**src/rtl/fir9rp_pkg.sv**
```systemverilog
// shared types, constants and coefficients of the nine-tap filter peripheral
`default_nettype none

package fir9rp_pkg;

  // data path widths
  localparam int DATA_W         = 32;
  localparam int TAPS           = 9;
  localparam int COEF_FRAC_BITS = 15;
  localparam int COEF_W         = COEF_FRAC_BITS + 2;
  localparam int PROD_W         = DATA_W + COEF_W;
  localparam int GRP_W          = PROD_W + 2;
  localparam int ACC_W          = PROD_W + 4;
  localparam int GROUPS         = 3;
  localparam int GROUP_SIZE     = TAPS / GROUPS;

  // result queue sizing
  localparam int QUEUE_DEPTH = 16;
  localparam int QIDX_W      = $clog2(QUEUE_DEPTH);
  localparam int FILL_W      = $clog2(QUEUE_DEPTH + 1);

  // byte lane mask for a full-word write
  localparam logic [3:0] BE_ALL = 4'hF;

  // coefficients: round(c * 2^frac) with halves away from zero
  localparam longint COEF_SCALE = 100000;
  localparam longint CQ_OUTER = ((longint'(6) << COEF_FRAC_BITS) + COEF_SCALE / 2) / COEF_SCALE;
  localparam longint CQ_SIDE  = ((longint'(1265) << COEF_FRAC_BITS) + COEF_SCALE / 2)
                                / COEF_SCALE;
  localparam longint CQ_NEAR  = ((longint'(2011) << COEF_FRAC_BITS) + COEF_SCALE / 2)
                                / COEF_SCALE;
  localparam longint CQ_INNER = ((longint'(50403) << COEF_FRAC_BITS) + COEF_SCALE / 2)
                                / COEF_SCALE;
  localparam longint CQ_MID   = ((longint'(97714) << COEF_FRAC_BITS) + COEF_SCALE / 2)
                                / COEF_SCALE;

  localparam logic signed [COEF_W-1:0] COEF [TAPS] = '{
    COEF_W'(-CQ_OUTER), COEF_W'(-CQ_SIDE), COEF_W'(CQ_NEAR), COEF_W'(CQ_INNER),
    COEF_W'(CQ_MID),
    COEF_W'(CQ_INNER), COEF_W'(CQ_NEAR), COEF_W'(-CQ_SIDE), COEF_W'(-CQ_OUTER)
  };

  // rounding offset, half an output lsb
  localparam logic signed [ACC_W-1:0] ROUND_HALF = ACC_W'(longint'(1) << (COEF_FRAC_BITS - 1));

  // bus access kinds
  typedef enum logic [1:0] {
    CMD_READ   = 2'd0,
    CMD_WRITE  = 2'd1,
    CMD_IGNORE = 2'd2
  } cmd_e;

  // register map
  typedef enum logic [1:0] {
    REG_SAMPLE  = 2'd0,
    REG_RESULT  = 2'd1,
    REG_COUNT   = 2'd2,
    REG_INVALID = 2'd3
  } reg_e;

  // response codes
  typedef enum logic [1:0] {
    RESP_OK    = 2'd0,
    RESP_ERROR = 2'd1,
    RESP_FULL  = 2'd2
  } resp_e;

  // per-item control carried down the pipeline
  typedef struct packed {
    logic              push;
    logic              pop;
    resp_e             resp;
    logic [FILL_W-1:0] imm;
  } ctrl_t;

  // item handed to the queue and output stage
  typedef struct packed {
    ctrl_t                    ctrl;
    logic signed [DATA_W-1:0] result;
  } q_entry_t;

endpackage

`default_nettype wire

```
**src/rtl/fir9rp_if.sv**
```systemverilog
// request and response channel interfaces
`default_nettype none

interface fir9rp_req_if;
  import fir9rp_pkg::*;

  logic                     valid;
  logic                     ready;
  logic [1:0]               command;
  logic [1:0]               reg_index;
  logic signed [DATA_W-1:0] write_data;
  logic [3:0]               byte_enables;

  modport source (output valid, output command, output reg_index, output write_data,
                  output byte_enables, input ready);
  modport sink (input valid, input command, input reg_index, input write_data,
                input byte_enables, output ready);
endinterface

interface fir9rp_rsp_if;
  import fir9rp_pkg::*;

  logic                     valid;
  logic                     ready;
  logic signed [DATA_W-1:0] read_data;
  logic [1:0]               response;

  modport source (output valid, output read_data, output response, input ready);
  modport sink (input valid, input read_data, input response, output ready);
endinterface

`default_nettype wire

```
**src/rtl/fir9rp_tap_cell.sv**
```systemverilog
// one delay line cell: holds a sample and its weighted product
`default_nettype none

module fir9rp_tap_cell (
  input  wire logic                                 clk_i,
  input  wire logic                                 rst_ni,
  input  wire logic                                 shift_i,
  input  wire logic signed [fir9rp_pkg::DATA_W-1:0] tap_i,
  input  wire logic signed [fir9rp_pkg::COEF_W-1:0] coef_i,
  output logic signed [fir9rp_pkg::DATA_W-1:0]      tap_o,
  output logic signed [fir9rp_pkg::PROD_W-1:0]      prod_o
);
  import fir9rp_pkg::*;

  logic signed [DATA_W-1:0] tap_q;
  logic signed [PROD_W-1:0] prod_q;

  // sample register, cleared at reset
  always_ff @(posedge clk_i or negedge rst_ni) begin
    if (!rst_ni) begin
      tap_q <= '0;
    end else if (shift_i) begin
      tap_q <= tap_i;
    end
  end

  // product of the incoming sample with this cell's weight
  always_ff @(posedge clk_i) begin
    if (shift_i) begin
      prod_q <= PROD_W'(tap_i) * PROD_W'(coef_i);
    end
  end

  assign tap_o  = tap_q;
  assign prod_o = prod_q;

endmodule

`default_nettype wire

```
**src/rtl/fir9rp_queue.sv**
```systemverilog
// result queue memory and response output register
`default_nettype none

module fir9rp_queue (
  input  wire logic                                 clk_i,
  input  wire logic                                 rst_ni,
  input  wire logic                                 load_i,
  input  wire fir9rp_pkg::q_entry_t                 entry_i,
  output logic                                      ready_o,
  output logic                                      valid_o,
  input  wire logic                                 out_ready_i,
  output logic signed [fir9rp_pkg::DATA_W-1:0]      read_data_o,
  output fir9rp_pkg::resp_e                         response_o
);
  import fir9rp_pkg::*;

  logic signed [DATA_W-1:0] mem [QUEUE_DEPTH];
  logic [QIDX_W-1:0]        head_q, head_d;
  logic [QIDX_W-1:0]        tail_q, tail_d;
  logic                     valid_q;
  logic signed [DATA_W-1:0] rdata_q;
  resp_e                    resp_q;

  // output register frees when empty or taken
  assign ready_o = !valid_q || out_ready_i;

  // pointer wrap
  always_comb begin
    head_d = head_q;
    tail_d = tail_q;
    if (load_i && entry_i.ctrl.pop) begin
      head_d = (head_q == QIDX_W'(QUEUE_DEPTH - 1)) ? '0 : head_q + QIDX_W'(1);
    end
    if (load_i && entry_i.ctrl.push) begin
      tail_d = (tail_q == QIDX_W'(QUEUE_DEPTH - 1)) ? '0 : tail_q + QIDX_W'(1);
    end
  end

  // control state
  always_ff @(posedge clk_i or negedge rst_ni) begin
    if (!rst_ni) begin
      head_q  <= '0;
      tail_q  <= '0;
      valid_q <= 1'b0;
    end else begin
      head_q <= head_d;
      tail_q <= tail_d;
      if (load_i) begin
        valid_q <= 1'b1;
      end else if (out_ready_i) begin
        valid_q <= 1'b0;
      end
    end
  end

  // queue write port
  always_ff @(posedge clk_i) begin
    if (load_i && entry_i.ctrl.push) begin
      mem[tail_q] <= entry_i.result;
    end
  end

  // registered read and response
  always_ff @(posedge clk_i) begin
    if (load_i) begin
      resp_q <= entry_i.ctrl.resp;
      if (entry_i.ctrl.pop) begin
        rdata_q <= mem[head_q];
      end else begin
        rdata_q <= DATA_W'(entry_i.ctrl.imm);
      end
    end
  end

  assign valid_o     = valid_q;
  assign read_data_o = rdata_q;
  assign response_o  = resp_q;

endmodule

`default_nettype wire

```
**src/rtl/fir9_filter_register_peripheral.sv**
```systemverilog
// Nine-tap FIR peripheral with a register-style request/response bus.
// Requests arrive on req_i (command, reg_index, write_data, byte_enables);
// exactly one response per request leaves on rsp_o (read_data, response).
// A full-lane write to the sample register, unless the queue is full,
// shifts the sample into a chain of nine tap cells, each of which
// multiplies its new sample by a fixed weight; the products are summed,
// rounded and saturated to Q16.16 and the result is pushed into a
// 16-entry queue. A read of the result register pops that queue, a read
// of the count register gives its fill. The response is registered in
// turn by the tap cells, group sums, round/saturate and output register.
// Throughput is one request per cycle while the receiver keeps taking
// responses. When the receiver stalls, the stages behind the output
// register keep filling until every stage is held, then req_i.ready drops.
// Reset clears the delay line to zero, empties the queue and the pipeline;
// the queue storage itself is not cleared, no clearing pass is needed.
`default_nettype none

module fir9_filter_register_peripheral (
  input  wire logic   clk_i,
  input  wire logic   rst_ni,
  fir9rp_req_if.sink  req_i,
  fir9rp_rsp_if.source rsp_o
);
  import fir9rp_pkg::*;

  logic                     accept;
  logic                     ready1, ready2, ready3, q_ready;
  logic                     mv1, mv2, mv3;
  logic                     v1_q, v2_q, v3_q;
  ctrl_t                    ctrl_d, ctrl1_q, ctrl2_q, ctrl3_q;
  logic [FILL_W-1:0]        fill_q, fill_d;
  logic signed [DATA_W-1:0] tap [TAPS];
  logic signed [PROD_W-1:0] prod [TAPS];
  logic signed [GRP_W-1:0]  grp_d [GROUPS];
  logic signed [GRP_W-1:0]  grp_q [GROUPS];
  logic signed [ACC_W-1:0]  acc, acc_sh;
  logic signed [DATA_W-1:0] res_d, res3_q;
  logic                     fits;
  q_entry_t                 q_entry;
  resp_e                    response;

  // stage handshake, each stage moves when the next one can take it
  assign ready3 = !v3_q || q_ready;
  assign ready2 = !v2_q || ready3;
  assign ready1 = !v1_q || ready2;
  assign mv3    = v3_q && q_ready;
  assign mv2    = v2_q && ready3;
  assign mv1    = v1_q && ready2;

  assign req_i.ready = ready1;
  assign accept      = req_i.valid && ready1;

  // request decode against the fill at acceptance
  always_comb begin
    ctrl_d = '{push: 1'b0, pop: 1'b0, resp: RESP_OK, imm: '0};
    case (req_i.command)
      CMD_READ: begin
        if (req_i.reg_index == REG_RESULT) begin
          ctrl_d.pop = (fill_q != '0);
        end else if (req_i.reg_index == REG_COUNT) begin
          ctrl_d.imm = fill_q;
        end
      end
      CMD_WRITE: begin
        if (req_i.reg_index == REG_SAMPLE && req_i.byte_enables == BE_ALL) begin
          if (fill_q == FILL_W'(QUEUE_DEPTH)) begin
            ctrl_d.resp = RESP_FULL;
          end else begin
            ctrl_d.push = 1'b1;
          end
        end
      end
      default: begin
        ctrl_d.resp = RESP_ERROR;
      end
    endcase
  end

  // queue fill count
  always_comb begin
    fill_d = fill_q;
    if (accept && ctrl_d.push) begin
      fill_d = fill_q + FILL_W'(1);
    end else if (accept && ctrl_d.pop) begin
      fill_d = fill_q - FILL_W'(1);
    end
  end

  // chain of tap cells, newest sample in cell zero
  for (genvar i = 0; i < TAPS; i++) begin : g_cell
    if (i == 0) begin : g_head
      fir9rp_tap_cell u_cell (
        .clk_i   (clk_i),
        .rst_ni  (rst_ni),
        .shift_i (accept && ctrl_d.push),
        .tap_i   (req_i.write_data),
        .coef_i  (COEF[i]),
        .tap_o   (tap[i]),
        .prod_o  (prod[i])
      );
    end else begin : g_body
      fir9rp_tap_cell u_cell (
        .clk_i   (clk_i),
        .rst_ni  (rst_ni),
        .shift_i (accept && ctrl_d.push),
        .tap_i   (tap[i-1]),
        .coef_i  (COEF[i]),
        .tap_o   (tap[i]),
        .prod_o  (prod[i])
      );
    end
  end

  // group sums of three neighboring products
  always_comb begin
    for (int g = 0; g < GROUPS; g++) begin
      grp_d[g] = GRP_W'(prod[g*GROUP_SIZE]) + GRP_W'(prod[g*GROUP_SIZE + 1])
               + GRP_W'(prod[g*GROUP_SIZE + 2]);
    end
  end

  // final sum, round half up, saturate to the data width
  assign acc    = ACC_W'(grp_q[0]) + ACC_W'(grp_q[1]) + ACC_W'(grp_q[2]) + ROUND_HALF;
  assign acc_sh = acc >>> COEF_FRAC_BITS;
  assign fits   = (&acc_sh[ACC_W-1:DATA_W-1]) || !(|acc_sh[ACC_W-1:DATA_W-1]);

  always_comb begin
    if (fits) begin
      res_d = acc_sh[DATA_W-1:0];
    end else if (acc_sh[ACC_W-1]) begin
      res_d = {1'b1, {(DATA_W-1){1'b0}}};
    end else begin
      res_d = {1'b0, {(DATA_W-1){1'b1}}};
    end
  end

  // stage valids and fill count
  always_ff @(posedge clk_i or negedge rst_ni) begin
    if (!rst_ni) begin
      v1_q   <= 1'b0;
      v2_q   <= 1'b0;
      v3_q   <= 1'b0;
      fill_q <= '0;
    end else begin
      fill_q <= fill_d;
      if (ready1) begin
        v1_q <= req_i.valid;
      end
      if (ready2) begin
        v2_q <= mv1;
      end
      if (ready3) begin
        v3_q <= mv2;
      end
    end
  end

  // stage payload
  always_ff @(posedge clk_i) begin
    if (accept) begin
      ctrl1_q <= ctrl_d;
    end
    if (mv1) begin
      ctrl2_q <= ctrl1_q;
      grp_q   <= grp_d;
    end
    if (mv2) begin
      ctrl3_q <= ctrl2_q;
      res3_q  <= res_d;
    end
  end

  // queue and output register
  assign q_entry = '{ctrl: ctrl3_q, result: res3_q};

  fir9rp_queue u_queue (
    .clk_i       (clk_i),
    .rst_ni      (rst_ni),
    .load_i      (mv3),
    .entry_i     (q_entry),
    .ready_o     (q_ready),
    .valid_o     (rsp_o.valid),
    .out_ready_i (rsp_o.ready),
    .read_data_o (rsp_o.read_data),
    .response_o  (response)
  );

  assign rsp_o.response = response;

endmodule

`default_nettype wire

```
**src/flat_wrapper.sv**
```systemverilog
// flat-port wrapper written by rule: the top's interface ports become plain ports
module fir9_filter_register_peripheral_flat import fir9rp_pkg::*;
  (clk_i, rst_ni, req_i_valid, req_i_command, req_i_reg_index, req_i_write_data, req_i_byte_enables, req_i_ready, rsp_o_valid, rsp_o_read_data, rsp_o_response, rsp_o_ready);
  fir9rp_req_if req_i_i ();
  fir9rp_rsp_if rsp_o_i ();
  input  wire logic clk_i;
  input  wire logic rst_ni;
  input wire logic [$bits(req_i_i.valid)-1:0] req_i_valid;
  input wire logic [$bits(req_i_i.command)-1:0] req_i_command;
  input wire logic [$bits(req_i_i.reg_index)-1:0] req_i_reg_index;
  input wire logic [$bits(req_i_i.write_data)-1:0] req_i_write_data;
  input wire logic [$bits(req_i_i.byte_enables)-1:0] req_i_byte_enables;
  output wire logic [$bits(req_i_i.ready)-1:0] req_i_ready;
  output wire logic [$bits(rsp_o_i.valid)-1:0] rsp_o_valid;
  output wire logic [$bits(rsp_o_i.read_data)-1:0] rsp_o_read_data;
  output wire logic [$bits(rsp_o_i.response)-1:0] rsp_o_response;
  input wire logic [$bits(rsp_o_i.ready)-1:0] rsp_o_ready;
  assign req_i_i.valid = req_i_valid;
  assign req_i_i.command = req_i_command;
  assign req_i_i.reg_index = req_i_reg_index;
  assign req_i_i.write_data = req_i_write_data;
  assign req_i_i.byte_enables = req_i_byte_enables;
  assign req_i_ready = req_i_i.ready;
  assign rsp_o_valid = rsp_o_i.valid;
  assign rsp_o_read_data = rsp_o_i.read_data;
  assign rsp_o_response = rsp_o_i.response;
  assign rsp_o_i.ready = rsp_o_ready;
  fir9_filter_register_peripheral u_core (.clk_i(clk_i), .rst_ni(rst_ni), .req_i(req_i_i), .rsp_o(rsp_o_i));
endmodule
```
**config.mk**
```make
export PLATFORM = sky130hd
export DESIGN_NAME = fir9_filter_register_peripheral_flat
export DESIGN_NICKNAME = d
export VERILOG_FILES = /design/src/rtl/fir9rp_pkg.sv /design/src/rtl/fir9rp_if.sv /design/src/rtl/fir9rp_tap_cell.sv /design/src/rtl/fir9rp_queue.sv /design/src/rtl/fir9_filter_register_peripheral.sv /design/src/flat_wrapper.sv
export SDC_FILE = /design/constraint.sdc
export NUM_CORES = 2
export LEC_CHECK = 0
export BUFFER_PORTS_ARGS = -buffer_cell sky130_fd_sc_hd__buf_2
export CAP_MARGIN = 15
export CORE_MARGIN = 5
export CORE_UTILIZATION = 46
export DETAILED_ROUTE_END_ITERATION = 6
export PLACE_DENSITY_LB_ADDON = 0.2
export SYNTH_ARGS = -nofsm -noshare
export SYNTH_HDL_FRONTEND = slang
export SYNTH_SLANG_ARGS = --single-unit
```
**constraint.sdc**
```tcl
create_clock -name clk_i -period 20.1 [get_ports clk_i]
set_input_delay 4.02 -clock clk_i [delete_from_list [all_inputs] [get_ports clk_i]]
set_output_delay 4.02 -clock clk_i [all_outputs]
set_load 0.01 [all_outputs]
```
* Word-level counts from Yosys, hierarchy flattened *
Memory sizes are Yosys's and may differ from the RTL's.
Index checks and enable logic that the tools add are counted.

word-level totals
  register bits = 925
  bits in writable memories = 512
  input port bits = 44
  output and inout bits = 36
  logic and storage cells = 121
  memories kept = 1

memory list
  memory              words  bits a word  rd ports  clocked after Yosys merged registers in  wr ports  RTL line            text
  u_core.u_queue.mem  16     32           1         0                                        1         fir9rp_queue.sv:17  logic signed [DATA_W-1:0] mem [QUEUE_DEPTH];

operators by class
  add/sub/neg operators = 15
  $mul = 7
  eq/ne operators = 7
  multiplexer cells = 19
  bitwise operators = 2
  reductions and logical operators = 27

operators by type and width
  operator                count
  $neg 32->48             2
  $mul 32x14->46 const B  2
  $mul 32x11->43 const B  2
  $mul 32x10->42 const B  2
  $mux 32                 2
  $add 52x51->53          1
  $add 53x16->53 const B  1
  $add 51x51->52          1
  $add 50x43->51          1
  $add 44x49->50          1
  $add 49x42->50          1
  $add 49x48->50          1
  $add 48x48->49          1
  $mul 32x16->48 const B  1
  $add 43x42->44          1
  $mux 5                  3
  $eq 4x4->1 const B      3
  $logic_and 1x1->1       9
  $mux 1                  9
  $add 4x1->4 const B     2
  $mux 4                  2
  $reduce_and 7->1        1
  $reduce_or 7->1         1
  $add 5x1->5 const B     1
  other kinds (13)        26

* Logic depth before layout (Yosys ltp) *
  word-level depth = 9
  gate-level depth with buffers = 26
  depth with buffers taken out = 26

* By module *
Synthesis repeated with hierarchy kept, for this count alone.

unflattened totals
  cells, all modules = 23253
  area, all modules = 237434.0 µm²

by module, submodules not included
  module                                                times used  cells an instance  area an instance (µm²)  sequential area each (µm²)
  fir9rp_tap_cell (u_core.g_cell[0].g_head.u_cell ...)  7           2234               21525.6                 2272.2
  fir9_filter_register_peripheral                       1           2178               22527.9                 6566.3
  fir9rp_tap_cell (u_core.g_cell[7].g_body.u_cell)      1           2231               21523.1                 2272.2
  fir9rp_tap_cell (u_core.g_cell[8].g_body.u_cell)      1           2203               21395.5                 2272.2
  fir9rp_queue                                          1           1003               21307.9                 16620.9

* Worst setup path before layout *
OpenSTA, ideal clock, no wires.

  path kind = in2reg
  start = input req_i_byte_enables[2]
  end = register u_core.g_cell[0].g_head.u_cell.prod_q[10], enable pin
  arrival time = 16566 ps
  required time = 19173 ps
  slack = 2607 ps
  cell stages on the path = 7
  buffers on the path = 2
  cells stage by stage = nand4_1 > or4_1 > a21oi_1 > nand2_1 > inv_2 > buf_1 > buf_1

RTL lines
  element                 RTL line               text
  start: declaration      flat_wrapper.sv:12     input wire logic [$bits(req_i_i.byte_enables)-1:0] req_i_byte_enables;
  end signal: assignment  fir9rp_tap_cell.sv:30  prod_q <= PROD_W'(tap_i) * PROD_W'(coef_i);
  end: declaration        fir9rp_tap_cell.sv:16  logic signed [PROD_W-1:0] prod_q;

* Worst setup path after layout *
  start = input rsp_o_ready
  end = output req_i_ready

between the ends
  cells in the longest elaborated chain, start to end = 4

ends and longest elaborated chain
  element             RTL line                               text
  start: declaration  flat_wrapper.sv:17                     input wire logic [$bits(rsp_o_i.ready)-1:0] rsp_o_ready;
  $logic_or 1x1->1    fir9rp_queue.sv:25                     assign ready_o = !valid_q || out_ready_i;
  $logic_or 1x1->1    fir9_filter_register_peripheral.sv:43  assign ready3 = !v3_q || q_ready;
  $logic_or 1x1->1    fir9_filter_register_peripheral.sv:44  assign ready2 = !v2_q || ready3;
  $logic_or 1x1->1    fir9_filter_register_peripheral.sv:45  assign ready1 = !v1_q || ready2;
  end: declaration    flat_wrapper.sv:13                     output wire logic [$bits(req_i_i.ready)-1:0] req_i_ready;

Every way passes these cells.

==> qor.yml <==
hold_end: "u_core.ctrl3_q[6]$_DFFE_PP_"
fin_crit_ns: 8.660
fin_nets: 10980
synth_ff_type: "edfxtp_1"
antenna_found_initial: 13
postSynthAreaPerCell_sq_um: 11.85
io_pins: 80
area_growth_syn_to_layout_pct: 9.150
reg2reg_from: "u_core.g_cell[3].g_body.u_cell.tap_o[5]$_DFFE_PN0P_"
die_x_um: 484.4
rsz0062_at_grt: "no"
tns_ns: 0
yosysSeqAreaShare: 0.4030
numCtsBuffers: 160
synth_warnings: 0
timing.fmax_ghz: 0.1155
async_flop_share: 0.1902
hold_depth: 0
crit_fanout: 3
grt_start_max_net_pins: 194
clockRootBuffer: "clkbuf_16"
netlist_area_sq_um: 103500
grt_first_pass_wirelength_mm: 393.7
finalSetupViolCount: 0
viasPerCell: 5.316
arrival_ns: 4.64
core_region_area_sq_um: 224500
io_buffers: 79
max-cap-violations: 0
slew_headroom: 0.2235
slowest_stage: "nor2b_1"
wire_per_inst_um: 21.05
grt_util_met2: 0.3654
seqCellArea_sq_um: 41730
status: "finished, final reports clean"
insertion_delay_ns: 0.84
busiest_layer: "met2"
die_h_um: 484.4
cts_setup_buffers: 0
clock_skew_ns: 0.06451
r2r_end: "u_core.g_cell[4].g_body.u_cell.prod_o[47]$_DFFE_PP_"
grtUsageMet1: 0.2993
initial_core_util: 0.4613
die_area_sq_um: 234700
met3_usage: 0.02369
multiInputGateArea_sq_um: 55120
ctsResizeCount: 0
drv_slew: 0
syn-num-nets: 10830
grt_usage: 0.2161
drt_iter0_drc: 3900
vias: 63900
critPathKind: "in2out"
hp-start: "u_core.ctrl2_q[6]$_DFFE_PP_"
end_kind: "output pin"
clk_pin_slew_ns: 0.06
cts_tree: "built"
hp-class: "reg2reg"
final_cell_mix: "inv_1 (1655), ha_1 (1269), edfxtp_1 (1162), fa_1 (778), nand2_1 (482)"
firstDrtPassIters: 5
synth-edff-count: 1162
cp-start-kind: "input port"
postRouteAntennaNets: 0
final_common_cell: "inv_1"
fillers: 19610
worstMarginPinSlew_ns: 1.165
grt-ovfl-total: 0
num_rows: 174
drc: 0
postSynthCellCount: 8734
htreeDepth: 4
crit_chain: "buf_2 > nor2b_1 > nand4_1 > buf_2"
clockBufferDepth: 3
worstPathRequired_ns: 16.08
drt_wl_total_mm: 253.0
drive_gt1_frac: 0.07081
rr_worst_depth: 25
slowest_delay_ns: 0.18
synth_cell_types: 97
grt_pass1_vias: 66560
ys_ff_latch: 1435
postCtsHoldBufs: 0
worst_path_most_repeated_cell: "buf_2"
finalHoldViolCount: 0
min_period_over_period: 0.4308
ff2ff_setup_slack_ns: 12.89
hpwlAfterDp_mm: 193.7
place.gp.congestion: 0.8896
cts.sinks: 1435
## area by class of cell
cell class	instances	share of cell area
diodes	3	0.00006643
clock buffers	193	0.03745
clock inverters	106	0.01029
inverters	1656	0.05507
multi-input cells	5512	0.4878
flip-flops and latches	1435	0.3693
well taps	2992	0.03313
repair buffers	122	0.006887
## sequential cells by signal, indices dropped and copies added (netlist names)
register                            flops
u_core.u_queue.mem                    512
u_core.g_cell.g_body.u_cell.prod_o    358
u_core.g_cell.g_body.u_cell.tap_o     224
u_core.grp_q                          151
u_core.g_cell.g_head.u_cell.prod_o     48
u_core.g_cell.g_head.u_cell.tap_o      32
u_core.res3_q                          32
u_core.u_queue.read_data_o             32
u_core.ctrl1_q                          9
u_core.ctrl2_q                          9
u_core.ctrl3_q                          9
u_core.fill_q                           5
u_core.u_queue.head_q                   4
u_core.u_queue.tail_q                   4
u_core.u_queue.response_o               2
u_core.u_queue.valid_o                  1
u_core.v1_q                             1
u_core.v2_q                             1
u_core.v3_q                             1
## worst max-delay path by stage
stage                     startpoint                                                  end  slack (ns)
2_1_floorplan  req_i_byte_enables[2]  u_core.g_cell[0].g_head.u_cell.prod_o[10]$_DFFE_PP_        2.61
3_3_place_gp             rsp_o_ready                                          req_i_ready       11.43
3_5_place_dp             rsp_o_ready                                          req_i_ready       11.44
4_1_cts                  rsp_o_ready                                          req_i_ready       11.43
5_1_grt                  rsp_o_ready                                          req_i_ready       11.40
6_report                 rsp_o_ready                                          req_i_ready       11.44
## cells in the mapped netlist (64+ instances only)
cell type / n / area (sq um)
nor3_1: 70 / 350.3
a21oi_1: 407 / 2037
nor2_1: 275 / 1032
o21ai_0: 455 / 2277
clkbuf_1: 99 / 371.6
a21o_1: 248 / 1862
edfxtp_1: 1162 / 34890
o21a_1: 75 / 563.0
mux4_2: 160 / 3603
nand2_1: 483 / 1813
fa_1: 778 / 15570
nand2b_1: 68 / 425.4
ha_1: 1269 / 15880
nand3_1: 71 / 355.3
and2_1: 65 / 406.6
xor2_1: 140 / 1226
nor2b_1: 64 / 400.4
xnor2_1: 348 / 3048
dfrtp_1: 273 / 6832
inv_1: 1655 / 6212
## layer usage
layer | share of wire | routed length (um)
met1 | 0.45 | 114700
met2 | 0.49 | 123000
met3 | 0.037 | 9271
met4 | 0.024 | 6006
met5 | 0.000051 | 13
## worst max-delay path, delay by kind of cell
| kind | cells | cell delay, ns |
|---|---|---|
| buffers and inverters | 2 | 0.28 |
| AND/OR/NAND/NOR | 2 | 0.34 |
## kinds of logic after synthesis
| group | Yosys count | synth area share |
|---|---|---|
| DFF | 1435 | 0.4030 |
| buffers and inverters | 1787 | 0.06508 |
| xor gates and xnor gates | 489 | 0.04144 |
| adders and majority gates | 2047 | 0.3038 |
| and+or+nand+nor | 1301 | 0.06010 |
| AOI/OAI and AO/OA | 1500 | 0.09018 |
| muxes | 175 | 0.03639 |
## through the flow
step | setup slack, ns | area [sq um] | util | std cells | hold WS, ns
after floorplan | 2.607 | 103500 | - | 8734 | 0.4003
after global placement | 11.43 | 107600 | 0.4794 | 11720 | 0.4007
after detailed placement | 11.44 | 107600 | 0.4794 | 11720 | 0.4045
after CTS | 11.43 | 113000 | 0.5034 | 12020 | 0.4202
after global routing | 11.40 | 113000 | 0.5034 | 12020 | 0.4307
final | 11.44 | 113000 | 0.5035 | 12020 | 0.4174
Power is not shown: default switching activity piles up to over one toggle a cycle in this logic, so the estimate is an artifact.
